## config.mk

```make
export PLATFORM = sky130hd
export DESIGN_NAME = sscq_ram
export DESIGN_NICKNAME = d
export VERILOG_FILES = /design/src/hw/rtl/sscq_ram.sv
export SDC_FILE = /design/constraint.sdc
export NUM_CORES = 1
export LEC_CHECK = 0
export ABC_AREA = 1
export BUFFER_PORTS_ARGS = -buffer_cell sky130_fd_sc_hd__clkbuf_2
export CAP_MARGIN = 20
export CORE_UTILIZATION = 45
export CTS_BUF_LIST = sky130_fd_sc_hd__clkbuf_2
export DETAILED_ROUTE_END_ITERATION = 8
export PLACE_DENSITY = 0.68
export SLEW_MARGIN = 10
export SYNTH_ARGS = -nofsm -noshare
export SYNTH_HDL_FRONTEND = slang
export SYNTH_SLANG_ARGS = --single-unit
```

## constraint.sdc

```tcl
create_clock -name clk -period 3.83 [get_ports clk]
set_input_delay 0.383 -clock clk [delete_from_list [all_inputs] [get_ports clk]]
set_output_delay 0.383 -clock clk [all_outputs]
set_load 0.1 [all_outputs]
```

## src/hw/rtl/sscq_ram.sv

```systemverilog
// ----------------------------------------------------------------------------
// sscq_ram
// Simple dual-port RAM, one write and one registered read per cycle.
// ----------------------------------------------------------------------------
module sscq_ram #(
	parameter int WIDTH = 8,
	parameter int DEPTH = 64
) (
	input  logic                     clk,
	input  logic                     we,
	input  logic [$clog2(DEPTH)-1:0] waddr,
	input  logic [WIDTH-1:0]         wdata,
	input  logic [$clog2(DEPTH)-1:0] raddr,
	output logic [WIDTH-1:0]         rdata
);
	logic [WIDTH-1:0] mem [DEPTH];

	always_ff @(posedge clk) begin
		if (we) begin
			mem[waddr] <= wdata;
		end
		rdata <= mem[raddr];
	end
endmodule

```

---- Word-level counts from Yosys, hierarchy flattened ----
Memories as Yosys holds them, arrays and structs flattened. A register that Yosys moved wholly into a read port is not among the register bits.
Index checks and enable logic that the tools add are counted.
operators by class
  muxes and demuxes ....................... 2
operators by type and width
  kind    count
  $mux 1  2
word-level totals
  output and inout port bits .............. 8
  input port bits ......................... 22
  memories ................................ 1
  memory bits (writable) .................. 512
  register bits after elaboration ......... 0
memories
  name  depth  width  read ports  clocked after memory_dff  write ports  line  text
  mem   64     8      1           1                         1            16    logic [WIDTH-1:0] mem [DEPTH];

---- Depth between registers and ports, before layout ----
  word-level depth ........................ 2
  mapped depth ............................ 12
  mapped depth without buffers ............ 9

---- Worst setup path after synthesis ----
Ideal clock, no wire load.
  kind .................................... input -> register
  start point ............................. input we
  end point ............................... memory mem[48][0], enable pin
  data arrival time ....................... 1.754 ns
  cell stages on the path ................. 3
  required time ........................... 3.435 ns
  path buffers ............................ 1
  library setup time ...................... 0.395 ns
  path slack .............................. 1.681 ns
  cells stage by stage .................... clkbuf_1 nand4_1 nor4_1
on the way
  word-level cells in the longest chain between the ends .. 2
RTL lines
  item                          line  text
  start, declared               10    input logic we,
  $mux 1                        19    if (we) begin
  $mux 1 (not written as such)  20    mem[waddr] <= wdata;
  end, declared                 16
Every way passes these cells.

==> reports/metrics.cfg <==
[placement]
post-place-cells=2382
io_buffers=29
dpl.hpwl_um=30240
place_ws_ps=1208
place.gp.congestion=0.8365

[min_path]
holdPathStages=4
hp-start=we
worstHoldPathType=in2reg
whs_endpoint=mem[52][1]

[logic_synthesis]
syn_area_per_cell_um2=11.82
syn-cell-area_um2=21340
synth_cell_types=16
synth_nets=1827
ys_seq_area_share_pct=72.80
synth_seq_cells=520
yosysWarnings=0
syn_inst=1805

[critical_path]
crit_chain=buf_4 > inv_4 > buf_4 > nand3_1 > nand3_1 > nand2_1 > nand2_1 > nand3_1 > nand3_1 > dlygate4sd3_1 > nand2_1 > dlygate4sd3_1
critPathMaxFanout=56
r2r_start=mem[59][2]
crit_family=buffers and inverters
cpPeakStageDelay_ps=560
crit_type=in2reg
critPathMostFrequentCell=nand3_1
worstPathRequired_ps=4800
r2r_end=rdata[2]
cp_slowest_cell=dlygate4sd3_1
cp_num_buf_inv=5
endpoint_kind=flop
crit_arrival_ps=3570
rr_worst_depth=10
rrSetupSlack_ps=1440
start_kind=input port

[pwr]
power.switching_mw=2.778
p_int_mw=7.958
powerDensity_nw_per_um2=463.3
swShare_pct=25.88
comb_power_share_pct=7.5
vdd_drop_max_v=0.0003302
clkPwrFrac_pct=33.7
seqPwrFrac_pct=58.8
leakage_nw=8.571

[global_route]
grt_max_degree=134
grt_antenna_before_repair=2
grt_pass1_vias=13759
grt_usage_pct=22.36
grt_pass1_wl_um=80410
grt-ovfl-total=0

[detailed_routing]
top_layer_used=met5
dr_total_vias=14273
wl_met3_um=5289
drt-total-wl_um=52990
dr.pass1.iters=7
ant_nets=0
wl_met1_um=21680
drc=2
wire_per_inst_um=20.27
route.met2.wl_um=24310
routed_via_density=5.460
drtIter0Drc=1510

[timing]
relSlewSlack_pct=29.18
setup_violations=0
tightest_slew_ps=1062
timing.final.hold_violations=0
fmax_mhz=384.1
whs_ps=151.2
rsz0062_at_grt=false
fin_crit_ps=2604
skew_ps=60.57
period_share_pct=67.98
maxSlewViolCount=0
fin_ws_ps=1226
setup_tns_ps=0

[finish]
layout.cells.non_filler=2614
fill_cells=4147
final_layout_size_suffix_gt1_share_pct=13.47
syn_to_final_growth_pct=8.608
final_nets=1930
final_util_pct=49.68

[floorplan]
dieHeight_um=219.8
core_um2=46650
core.rowCount=79
ios=30
initial_utilization_pct=45.74
fp.dieW_um=219.8
dieArea_um2=48290

[cts]
cts_tree=built
clkTransAtPathRegs_ps=100
cts_buffers=120
post_cts_resized=0
postCtsSetupRepairBufs=0
clock_path_buffers=3
clock-root-buffer=clkbuf_2
clkLatencyLatePin_ps=1080
cts.sinks=520
htreeDepth=3

[run_status]
violations=design-rule violations
status=finished with violations

[run]
drv_cap=0

==> cell usage in the layout, fill, tap and decap left out <==
cell type	synthesis	final
nand3_1	439	439
edfxtp_1	512	512
inv_1	10	9
diode_2	0	2
clkbuf_2	0	199
buf_16	0	1
buf_12	0	3
dlygate4sd3_1	0	11
buf_4	14	51
inv_2	1	4
bufinv_16	0	4
buf_6	35	1
nand4_1	9	9
clkinv_2	0	4
dfxtp_1	8	8
nand2_1	648	648
clkinvlp_4	0	1
clkinv_1	0	35
nor2_1	56	56
inv_6	1	1
inv_4	0	1
nor4_1	8	8
==> power by group through the flow <==
stage | logic [mW] | registers, mW | clock network, mW
floorplan | 0.443 | 6.51 | 0
global placement | 0.779 | 6.44 | 0
detailed placement | 0.791 | 6.44 | 0
CTS | 0.804 | 6.31 | 3.68
global route | 0.877 | 6.32 | 3.96
finish | 0.810 | 6.31 | 3.61
==> through the flow <==
step	power (mW)	instance area (µm²)
after detailed placement	7.234	21910
after global placement	7.221	21880
after floorplan	6.953	21340
after global routing	11.15	23180
after CTS	10.80	23170
final	10.74	23180
==> logic make-up after synthesis <==
family / count (synthesis) / synth area share [%]
AND/OR/NAND/NOR: 1160 / 23.18
buffers and inverters: 125 / 4.022
flip-flops: 520 / 72.80
==> what timing repair did <==
action / in CTS / in global routing
hold buffers: 11 / 0
endpoints found under the hold margin: 98 / 0
setup endpoints to repair: 0 / 0
==> state kept, by name, indices dropped and copies added, names as in the netlist <==
register	count
mem	512
rdata	8
==> worst reg2reg max path: cells and delay by family, from the launching register on <==
family        cells  cell delay [ps]
flops             1              370
simple gates      8              830
buf+inv           2             1110
==> layer usage <==
layer | vias to the layer above | global-route usage [%]
met3 | 104 | 5.397
li1 | 6650 | -
met5 | - | 0
met2 | 746 | 34.00
met1 | 6771 | 30.54
met4 | 2 | 9.862
==> cell type report <==
| cell class | count | area (µm²) | area share, % |
|---|---|---|---|
| Tap cell | 607 | 759.5 | 3.277 |
| Antenna cell | 2 | 5.005 | 0.02159 |
| Clock buffer | 172 | 860.8 | 3.714 |
| Timing Repair Buffer | 94 | 726.9 | 3.137 |
| Sequential cell | 520 | 15530 | 67.03 |
| Clock inverter | 47 | 290.3 | 1.252 |
| Inverter | 12 | 52.55 | 0.2267 |
| Multi-Input combinational cell | 1160 | 4946 | 21.34 |
==> cells in the mapped netlist <==
library cell	count	area, µm²
buf_1	10	37.54
inv_1	10	37.54
nor2_1	56	210.2
buf_4	14	105.1
buf_8	2	30.03
inv_6	1	8.760
nand3_1	439	2197
clkbuf_1	15	56.30
edfxtp_1	512	15370
inv_2	1	3.750
dfxtp_1	8	160.2
nand2_1	648	2432
buf_6	35	394.1
nand4_1	9	56.30
nor4_1	8	50.05
buf_2	37	185.2
==> how the worst max path moves through the flow <==
stage	start	endpoint	slack, ps	depth (start not counted)
floorplan	we	mem[48][0]	1680	3
global placement	raddr[1]	rdata[7]	1220	10
detailed placement	raddr[1]	rdata[7]	1210	10
CTS	rdata[0]	rdata[0]	1330	1
global route	raddr[1]	rdata[2]	1150	12
finish	raddr[1]	rdata[2]	1230	12
No activity file was read; power rests on OpenSTA's default activity.
